==> config.mk <==
export PLATFORM = sky130hd
export DESIGN_NAME = des_round_key_generator
export DESIGN_NICKNAME = d
export VERILOG_FILES = /design/src/rtl/core/desrk_pkg.sv /design/src/rtl/core/desrk_subkey.sv /design/src/rtl/core/des_round_key_generator.sv
export VERILOG_INCLUDE_DIRS = /design/src /design/src/rtl/core
export SDC_FILE = /design/constraint.sdc
export NUM_CORES = 1
export LEC_CHECK = 0
export BUFFER_PORTS_ARGS = -buffer_cell sky130_fd_sc_hd__buf_2
export CAP_MARGIN = 20
export CORE_UTILIZATION = 25
export DETAILED_ROUTE_END_ITERATION = 10
export SLEW_MARGIN = 10
export SYNTH_ARGS = -nofsm -noshare
export SYNTH_HDL_FRONTEND = slang
export SYNTH_SLANG_ARGS = --single-unit
==> constraint.sdc <==
create_clock -name clock -period 10.1 [get_ports clock]
set_clock_uncertainty 0.2 [all_clocks]
set_input_delay 1.01 -clock clock [delete_from_list [all_inputs] [get_ports clock]]
set_output_delay 1.01 -clock clock [all_outputs]
set_load 0.02 [all_outputs]
==> src/rtl/core/assert_macros.svh <==
// Assertion macros shared by the RTL.
`ifndef ASSERT_MACROS_SVH
`define ASSERT_MACROS_SVH

// Check that a condition implies another one in the same cycle.
`define ASSERT_SAME(label, clk, rst, cond, prop) \
   label: assert property (@(posedge clk) disable iff (rst) (cond) |-> (prop)) \
      else $error("assertion failed");

// Check that a condition implies another one in the next cycle.
`define ASSERT_NEXT(label, clk, rst, cond, prop) \
   label: assert property (@(posedge clk) disable iff (rst) (cond) |=> (prop)) \
      else $error("assertion failed");

`endif

==> src/rtl/core/desrk_pkg.sv <==
package desrk_pkg;

   localparam int KEY_BITS      = 64;
   localparam int HALF_KEY_BITS = 28;
   localparam int JOINED_BITS   = 56;
   localparam int SUBKEY_BITS   = 48;
   localparam int ROUND_COUNT   = 16;
   localparam int ROUND_BITS    = 4;
   localparam int SHIFT_BITS    = 5;

   // Stream widths, padded to whole bytes
   localparam int REQ_DATA_BITS = 72;
   localparam int RSP_DATA_BITS = 56;

   typedef logic [KEY_BITS-1:0]      key_type;
   typedef logic [HALF_KEY_BITS-1:0] half_type;
   typedef logic [SUBKEY_BITS-1:0]   subkey_type;
   typedef logic [ROUND_BITS-1:0]    round_type;
   typedef logic [SHIFT_BITS-1:0]    shift_type;

   // PC-1 selection for the C and D halves (bit 1 is the MSB)
   localparam logic [6:0] PC1_C [HALF_KEY_BITS] = '{
      7'd57, 7'd49, 7'd41, 7'd33, 7'd25, 7'd17, 7'd9,  7'd1,  7'd58, 7'd50,
      7'd42, 7'd34, 7'd26, 7'd18, 7'd10, 7'd2,  7'd59, 7'd51, 7'd43, 7'd35,
      7'd27, 7'd19, 7'd11, 7'd3,  7'd60, 7'd52, 7'd44, 7'd36
   };

   localparam logic [6:0] PC1_D [HALF_KEY_BITS] = '{
      7'd63, 7'd55, 7'd47, 7'd39, 7'd31, 7'd23, 7'd15, 7'd7,  7'd62, 7'd54,
      7'd46, 7'd38, 7'd30, 7'd22, 7'd14, 7'd6,  7'd61, 7'd53, 7'd45, 7'd37,
      7'd29, 7'd21, 7'd13, 7'd5,  7'd28, 7'd20, 7'd12, 7'd4
   };

   // PC-2 selection from C||D
   localparam logic [5:0] PC2_MAP [SUBKEY_BITS] = '{
      6'd14, 6'd17, 6'd11, 6'd24, 6'd1,  6'd5,  6'd3,  6'd28, 6'd15, 6'd6,
      6'd21, 6'd10, 6'd23, 6'd19, 6'd12, 6'd4,  6'd26, 6'd8,  6'd16, 6'd7,
      6'd27, 6'd20, 6'd13, 6'd2,  6'd41, 6'd52, 6'd31, 6'd37, 6'd47, 6'd55,
      6'd30, 6'd40, 6'd51, 6'd45, 6'd33, 6'd48, 6'd44, 6'd49, 6'd39, 6'd56,
      6'd34, 6'd53, 6'd46, 6'd42, 6'd50, 6'd36, 6'd29, 6'd32
   };

   // Cumulative left rotation of each half per round
   localparam logic [SHIFT_BITS-1:0] TOTAL_SHIFT [ROUND_COUNT] = '{
      5'd1,  5'd2,  5'd4,  5'd6,  5'd8,  5'd10, 5'd12, 5'd14,
      5'd15, 5'd17, 5'd19, 5'd21, 5'd23, 5'd25, 5'd27, 5'd28
   };

   // Gather one PC-1 half from the key
   function automatic half_type pc1_half(input key_type key, input logic pick_d);
      half_type r;
      r = '0;
      for (int i = 0; i < HALF_KEY_BITS; i++) begin
         if (pick_d) begin
            r[HALF_KEY_BITS-1-i] = key[KEY_BITS - int'(PC1_D[i])];
         end else begin
            r[HALF_KEY_BITS-1-i] = key[KEY_BITS - int'(PC1_C[i])];
         end
      end
      return r;
   endfunction

   // Rotate a half left by 0..28 places
   function automatic half_type rotate_half(input half_type v, input shift_type s);
      logic [2*HALF_KEY_BITS-1:0] dbl;
      dbl = {v, v} << s;
      return dbl[2*HALF_KEY_BITS-1:HALF_KEY_BITS];
   endfunction

   // Select the subkey bits from C||D
   function automatic subkey_type pc2(input logic [JOINED_BITS-1:0] joined);
      subkey_type r;
      r = '0;
      for (int i = 0; i < SUBKEY_BITS; i++) begin
         r[SUBKEY_BITS-1-i] = joined[JOINED_BITS - int'(PC2_MAP[i])];
      end
      return r;
   endfunction

endpackage

==> src/rtl/core/desrk_subkey.sv <==
module desrk_subkey
   import desrk_pkg::*;
(
   input  key_type    cipher_key,
   input  round_type  round_number,
   output subkey_type round_subkey
);

   half_type  c_half;
   half_type  d_half;
   half_type  c_rot;
   half_type  d_rot;
   shift_type shift_amt;

   // Split the key, rotate both halves, compress
   always_comb begin
      shift_amt    = TOTAL_SHIFT[round_number];
      c_half       = pc1_half(cipher_key, 1'b0);
      d_half       = pc1_half(cipher_key, 1'b1);
      c_rot        = rotate_half(c_half, shift_amt);
      d_rot        = rotate_half(d_half, shift_amt);
      round_subkey = pc2({c_rot, d_rot});
   end

endmodule

==> src/rtl/core/des_round_key_generator.sv <==
// DES key schedule: each transfer carries a 64-bit key and a round number 0..15,
// and the block returns that round's 48-bit subkey (PC-1, cumulative left
// rotation of both halves, PC-2; bit 1 is the MSB, parity bits are ignored)
// together with the round number. A new key can be taken every cycle while the
// result is not stalled, so one subkey per cycle is sustained. A request passes
// through the input register, then the permutation logic, and then the result
// register before it is offered. A stalled result holds in the result register
// while one more input is still taken into the input register.
module des_round_key_generator
   import desrk_pkg::*;
(
   input  logic                     clock,
   input  logic                     reset,
   input  logic                     req_tvalid,
   output logic                     req_tready,
   // [63:0] cipher_key, [67:64] round_number, [71:68] zero
   input  logic [REQ_DATA_BITS-1:0] req_tdata,
   output logic                     rsp_tvalid,
   input  logic                     rsp_tready,
   // [47:0] round_subkey, [51:48] round_echo, [55:52] zero
   output logic [RSP_DATA_BITS-1:0] rsp_tdata
);

   `include "assert_macros.svh"

   logic       s1_valid_ff;
   logic       s1_valid_in;
   key_type    s1_key_ff;
   round_type  s1_round_ff;
   logic       s2_valid_ff;
   logic       s2_valid_in;
   subkey_type s2_subkey_ff;
   round_type  s2_round_ff;
   subkey_type subkey;
   logic       s2_load;
   logic       req_take;

   desrk_subkey u_subkey (
      .cipher_key   (s1_key_ff),
      .round_number (s1_round_ff),
      .round_subkey (subkey)
   );

   // Advance when the next stage is free or drains this cycle
   always_comb begin
      s2_load     = !s2_valid_ff || rsp_tready;
      req_tready  = !s1_valid_ff || s2_load;
      req_take    = req_tvalid && req_tready;
      s1_valid_in = req_take || (s1_valid_ff && !s2_load);
      s2_valid_in = s2_load ? s1_valid_ff : s2_valid_ff;
   end

   always_ff @(posedge clock) begin
      if (reset) begin
         s1_valid_ff <= 1'b0;
         s2_valid_ff <= 1'b0;
      end else begin
         s1_valid_ff <= s1_valid_in;
         s2_valid_ff <= s2_valid_in;
      end
   end

   // Capture input payload
   always_ff @(posedge clock) begin
      if (req_take) begin
         s1_key_ff   <= req_tdata[KEY_BITS-1:0];
         s1_round_ff <= req_tdata[KEY_BITS +: ROUND_BITS];
      end
   end

   // Capture result payload
   always_ff @(posedge clock) begin
      if (s2_load && s1_valid_ff) begin
         s2_subkey_ff <= subkey;
         s2_round_ff  <= s1_round_ff;
      end
   end

   assign rsp_tvalid = s2_valid_ff;
   assign rsp_tdata  = {{(RSP_DATA_BITS-SUBKEY_BITS-ROUND_BITS){1'b0}},
                        s2_round_ff, s2_subkey_ff};

   `ASSERT_NEXT(a_fill_result, clock, reset, s1_valid_ff && s2_load, rsp_tvalid)
   `ASSERT_SAME(a_hold_input, clock, reset, s1_valid_ff && rsp_tvalid && !rsp_tready,
      !req_tready)
   `ASSERT_NEXT(a_round_echo, clock, reset, s1_valid_ff && s2_load,
      rsp_tdata[SUBKEY_BITS +: ROUND_BITS] == $past(s1_round_ff))

endmodule
==> impl_metrics.env, run 1 <==
export IMPL_synth_largest_area_cell="edfxtp_1"
export IMPL_viasPerCell=4.75
export IMPL_relSlewSlack=0.388
export IMPL_grt_setup_unrepaired="false"
export IMPL_track_usage=0.130
export IMPL_dieWidth_um=170
export IMPL_fmax_mhz=252
export IMPL_syn_area_sq_um=7040
export IMPL_dr_pass1_iters=4
export IMPL_postSynthAreaPerCell_sq_um=12.2
export IMPL_worstSetupEndpointType="flop"
export IMPL_fin_util=0.310
export IMPL_drtAntennaViolNets=0
export IMPL_cts_inserted_buffers=17
export IMPL_fin_tns_setup_ns=0
export IMPL_nets=757
export IMPL_synth_cell_types=65
export IMPL_cts_root_buf="clkbuf_16"
export IMPL_ff2ff_setup_slack_ns=6.14
export IMPL_synth_most_common_cell="mux2i_1"
export IMPL_io_pins=134
export IMPL_peakVddDrop_mv=0.117
export IMPL_synth_edf_count=112
export IMPL_ys_ff_latch=114
export IMPL_grt_pass1_vias=4726
export IMPL_power_mw=1.65
export IMPL_tightest_slew_ns=0.917
export IMPL_clk_pin_slew_ns=0.05
export IMPL_ys_warn_count=0
export IMPL_diodes=0
export IMPL_gp_congestion=0.870
export IMPL_synth_seq_area_share=0.484
export IMPL_post_cts_buffers=0
export IMPL_placed_area_sq_um=7920
export IMPL_post_route_drc_count=0
export IMPL_io_buffers=117
export IMPL_core_sq_um=27700
export IMPL_initial_core_util=0.254
export IMPL_cts_htree_levels=4
export IMPL_slew_viol_final=0
export IMPL_arrival_ns=3.94
export IMPL_num_rows=61
export IMPL_antenna_found_initial=2
export IMPL_criticalPathCategory="reg -> reg"
export IMPL_period_minus_slack_ns=3.96
export IMPL_final_cell_area_sq_um=8590
export IMPL_cts_sinks=114
export IMPL_final_hold_violation_count=0
export IMPL_layout_drive_gt1_share=0.300
export IMPL_setup_violations_final=0
export IMPL_power_density_nw_per_um2=192
export IMPL_cts_hold_buf=0
export IMPL_hp_class="reg -> reg"
export IMPL_grt_ovfl_total=0
export IMPL_status="complete, no violations"
export IMPL_synth_area_top_cells="edfxtp_1, mux2i_1, mux2_2, nor2_1, mux4_2"
export IMPL_die_h_um=170
export IMPL_synthTopCellsByCount="mux2i_1, edfxtp_1, nor2_1"
export IMPL_clock_latency_ns=0.42
export IMPL_drt_iter0_markers=379
export IMPL_cts_buffer_depth=2
export IMPL_wirelength_mm=18.4
export IMPL_synth_top_flop_cell="edfxtp_1"
export IMPL_synth_top_area_frac=0.478
export IMPL_post_dp_hpwl_mm=13.8
export IMPL_grt_pass1_wl_mm=28.3
export IMPL_fin_crit_sh=0.392
export IMPL_synthArstFlopShare=0
export IMPL_grt_max_degree=61
export IMPL_maxCapViolations=0
export IMPL_dr_total_vias=5075
export IMPL_cts_tree="built"
export IMPL_p_leak_nw=3.38
export IMPL_netlist_instances=575
export IMPL_die_area_sq_um=28800
export IMPL_area_delta_synth_final_pct=22.1
export IMPL_crit_required_ns=10.07
export IMPL_ctsResizeCount=0
export IMPL_start_kind="flop"
export IMPL_critPathMaxFanout=57
export IMPL_wl_per_cell_um=17.2
==> stage by stage <==
stage	hold WS, ns	setup WS, ns	cells
3_3_place_gp	0.312	6.21	1037
2_1_floorplan	0.228	6.02	578
6_report	0.320	6.14	1069
3_5_place_dp	0.310	6.13	1037
5_1_grt	0.352	5.85	1069
4_1_cts	0.319	6.12	1069
==> power breakdown <==
group | internal, mW | switching (mW)
combinational | 0.149 | 0.225
clock | 0.475 | 0.210
sequential | 0.570 | 0.0181
==> layout make-up <==
class                      instances  area, sq um
tap                              378          473
sequential                       114         3400
clock inverter                     9          201
inverter                           3         11.3
multi-input combinational        414         3370
fill                            2811        19100
clock buffer                      23          468
timing repair buffer             128          668
==> placed cells by master, fill, tap and decap left out, types with 4 or more instances in the layout <==
master,synthesis,layout
a211oi_1,6,6
a21oi_1,18,18
a22oi_1,4,4
a31oi_1,4,4
buf_2,9,117
buf_4,12,11
bufinv_16,0,6
clkbuf_1,15,4
clkbuf_16,0,17
conb_1,1,4
edfxtp_1,112,112
mux2_2,22,22
mux2i_1,131,131
mux2i_2,9,9
mux4_2,7,7
nand2_1,23,23
nor2_1,52,52
nor3_1,8,8
o211ai_1,6,6
o21ai_0,15,15
o21ai_1,7,6
o221ai_1,10,10
o22a_1,7,7
o22ai_1,22,22
or3_1,4,4
==> cells by family after synthesis <==
kind of cell / after synthesis / share of synthesized area
compound gates: 125 / 0.124
mux: 170 / 0.265
buf+inv: 50 / 0.0450
fa+ha+maj: 3 / 0.00534
flops: 114 / 0.484
simple gates: 110 / 0.0726
other cells: 1 / 0.000533
xor+xnor: 2 / 0.00356
==> final timing paths <==
path | start | to | depth (start not counted)
min reg2reg | s1_valid_ff | rsp_tvalid | 2
max reg2reg | s1_round_ff[0] | s2_subkey_ff[1] | 10
min | s1_valid_ff | rsp_tvalid | 2
max | s1_round_ff[0] | s2_subkey_ff[1] | 10
==> worst max-delay path: stages (launching register included) <==
cell and delay [ns]:
edfxtp_1 0.62, inv_1 0.18, ha_1 0.24, nor2b_4 0.14, a21oi_4 0.11, buf_4 0.70
mux2i_1 0.51, mux2i_1 0.23, mux2i_1 0.32, mux2i_1 0.14, mux2_2 0.30
==> registers in the layout (all words and copies together), names as in the netlist <==
signal / flops
s2_subkey_ff: 48
s2_round_ff: 4
rsp_tvalid: 1
s1_round_ff: 4
s1_key_ff: 56
s1_valid_ff: 1
==> layer usage <==
metal / track usage / share of wire / up-vias
li1: - / - / 2453
met1: 0.195 / 0.52 / 2406
met2: 0.174 / 0.40 / 186
met3: 0.0278 / 0.064 / 26
met4: 0.0611 / 0.018 / 4
met5: 0 / 0.0016 / -
Note: power is estimated with default switching activity, not from simulation.
==> inputs of run 2 (changes only) <==
- ABC_AREA: default -> 1
- clock period: 10.1 -> 3.53 ns (I/O delays scaled with it)
==> impl_metrics.env, run 2 <==
export IMPL_gp_congestion=0.881
export IMPL_status="complete, no violations"
export IMPL_netlist_instances=869
export IMPL_placed_area_sq_um=7840
export IMPL_fin_crit_sh=0.781
export IMPL_arrival_ns=2.73
export IMPL_drtAntennaViolNets=0
export IMPL_cts_inserted_buffers=17
export IMPL_drt_iter0_markers=704
export IMPL_final_hold_violation_count=0
export IMPL_cp_endpoint="s2_subkey_ff[21]"
export IMPL_io_buffers=117
export IMPL_start_kind="flop"
export IMPL_antenna_found_initial=0
export IMPL_synth_xor_area_share=0.00234
export IMPL_synth_largest_area_cell="edfxtp_1"
export IMPL_initial_core_util=0.256
export IMPL_criticalPathCategory="reg -> reg"
export IMPL_fillers=2842
export IMPL_synth_most_common_cell="nand3_1"
export IMPL_nets=1094
export IMPL_slew_viol_final=0
export IMPL_ctsResizeCount=0
export IMPL_grt_pass1_wl_mm=33.7
export IMPL_crit_slowest_cell="buf_4"
export IMPL_synthArstFlopShare=0
export IMPL_wl_per_cell_um=15.2
export IMPL_fmax_mhz=363
export IMPL_synth_cell_types=22
export IMPL_dr_total_vias=6896
export IMPL_r2r_end="s2_subkey_ff[21]"
export IMPL_reg2reg_depth=11
export IMPL_wirelength_mm=21.3
export IMPL_synthTopCellsByCount="nand3_1, nand2_1, edfxtp_1"
export IMPL_ys_ff_latch=114
export IMPL_dieWidth_um=169
export IMPL_hp_class="in -> reg"
export IMPL_clk_pin_slew_ns=0.05
export IMPL_synth_seq_area_share=0.490
export IMPL_syn_area_sq_um=6940
export IMPL_max_stage_delay_ns=0.49
export IMPL_critPathMaxFanout=57
export IMPL_cts_sinks=114
export IMPL_setup_violations_final=0
export IMPL_synth_simple_area_share=0.433
export IMPL_synth_top_flop_cell="edfxtp_1"
export IMPL_ys_warn_count=0
export IMPL_synth_top_area_frac=0.484
export IMPL_num_rows=60
export IMPL_largest_reg_flops=56
export IMPL_top_regs="s1_key_ff x56, s2_subkey_ff x48"
export IMPL_path_cells="inv_1, ha_1, nand2_1, buf_4, nand3b_1, nand3_1, o21ai_1, nand2_1, nand3_1, nand3_1, nand2_1"
export IMPL_tightest_slew_ns=0.782
export IMPL_startpoint="s1_round_ff[0]"
export IMPL_clock_latency_ns=0.41
export IMPL_die_h_um=169
export IMPL_synth_top_family_by_area="simple AND/OR/NAND/NOR gates"
export IMPL_maxCapViolations=0
export IMPL_most_common_layout_cells="nand3_1, nand2_1, buf_2"
export IMPL_cts_tree="built"
export IMPL_cts_root_buf="clkbuf_16"
export IMPL_die_area_sq_um=28400
export IMPL_period_minus_slack_ns=2.76
export IMPL_grt_pass1_vias=6142
export IMPL_relSlewSlack=0.478
export IMPL_power_density_nw_per_um2=497
export IMPL_post_route_drc_count=0
export IMPL_post_dp_hpwl_mm=15.4
export IMPL_core_sq_um=27100
export IMPL_worstSetupEndpointType="flop"
export IMPL_crit_reg2reg_launch="s1_round_ff[0]"
export IMPL_critical_path_top_delay_family="simple AND/OR/NAND/NOR gates"
export IMPL_regMostFlops="s1_key_ff"
export IMPL_grt_max_degree=61
export IMPL_diodes=0
export IMPL_ff2ff_setup_slack_ns=0.77
export IMPL_io_pins=134
export IMPL_fin_tns_setup_ns=0
export IMPL_cts_buffer_depth=2
export IMPL_synth_edf_count=112
export IMPL_hold_worst_slack_ns=0.0442
export IMPL_synthMuxAreaShare=0
export IMPL_postSynthAreaPerCell_sq_um=7.99
export IMPL_crit_required_ns=3.50
export IMPL_synth_compound_area_frac=0.00703
export IMPL_layout_drive_gt1_share=0.163
export IMPL_grt_ovfl_total=0
export IMPL_synth_area_top_cells="edfxtp_1, nand3_1, nand2_1, buf_2, buf_4"
export IMPL_cts_htree_levels=4
export IMPL_dr_pass1_iters=6
export IMPL_synth_adder_area_share=0.00541
export IMPL_viasPerCell=4.93
export IMPL_grt_setup_unrepaired="false"
export IMPL_cp_depth=11
export IMPL_final_cell_area_sq_um=9040
export IMPL_p_leak_nw=3.91
export IMPL_final_common_cell="nand3_1"
export IMPL_area_delta_synth_final_pct=30.2
export IMPL_peakVddDrop_mv=0.337
export IMPL_critical_path_buf_inv_count=2
export IMPL_track_usage=0.152
run 2: cells by family (layout without fill, tap and decap cells):
family | after synthesis | count (layout)
simple gates | 651 | 651
flops | 114 | 114
buf+inv | 91 | 246
compound gates | 8 | 8
fa+ha+maj | 3 | 3
other cells | 1 | 4
xor+xnor | 1 | 1
run 2: worst min-delay path by stage:
stage	startpoint	to	slack (ns)	depth (start not counted)
final	rsp_tready	rsp_tvalid	0.04	4
after global routing	rsp_tready	rsp_tvalid	0.06	4
after CTS	rsp_tready	rsp_tvalid	0.02	4
after detailed placement	s1_round_ff[1]	s2_round_ff[1]	0.31	0
after global placement	s1_round_ff[1]	s2_round_ff[1]	0.30	0
after floorplan	reset	rsp_tvalid	0.22	1
run 2: routing by layer:
| layer | vias to the layer above | track usage | wire [um] | share of wire |
|---|---|---|---|---|
| met5 | - | 0 | 0 | 0 |
| met4 | 0 | 0.0545 | 250 | 0.012 |
| met3 | 15 | 0.0341 | 1790 | 0.084 |
| met2 | 304 | 0.204 | 8510 | 0.40 |
| met1 | 3194 | 0.234 | 10800 | 0.50 |
| li1 | 3383 | - | - | - |
run 2: repair_timing:
item	4_1_cts	5_1_grt
endpoints found under the hold margin	62	0
buffers inserted	0	0
hold buffers	62	0
run 2: layout make-up:
cell class | instances | area, sq um | area share
sequential | 114 | 3400 | 0.377
clock inverter | 12 | 141 | 0.0156
timing repair buffer | 192 | 1340 | 0.148
clock buffer | 19 | 433 | 0.0479
inverter | 23 | 86.3 | 0.00955
tap | 372 | 465 | 0.0515
multi-input combinational | 667 | 3170 | 0.350
run 2: stage by stage:
stage / setup slack, ns / utilization / std cells / power [mW]
after global placement: 0.822 / 0.289 / 1306 / 2.76
after floorplan: 0.970 / - / 872 / 2.47
final: 0.773 / 0.334 / 1399 / 4.49
after CTS: 0.800 / 0.334 / 1399 / 4.52
after detailed placement: 0.809 / 0.289 / 1306 / 2.77
after global routing: 0.535 / 0.334 / 1399 / 4.74
run 2: power breakdown:
group | switching, mW | internal, mW
clock | 0.587 | 1.09
sequential | 0.0506 | 1.62
combinational | 0.755 | 0.380
run 2: tightest hold or removal path, cell delays in order:
cell     delay [ns]
buf_2          0.07
inv_1          0.07
nand2_1        0.07
a21oi_1        0.05
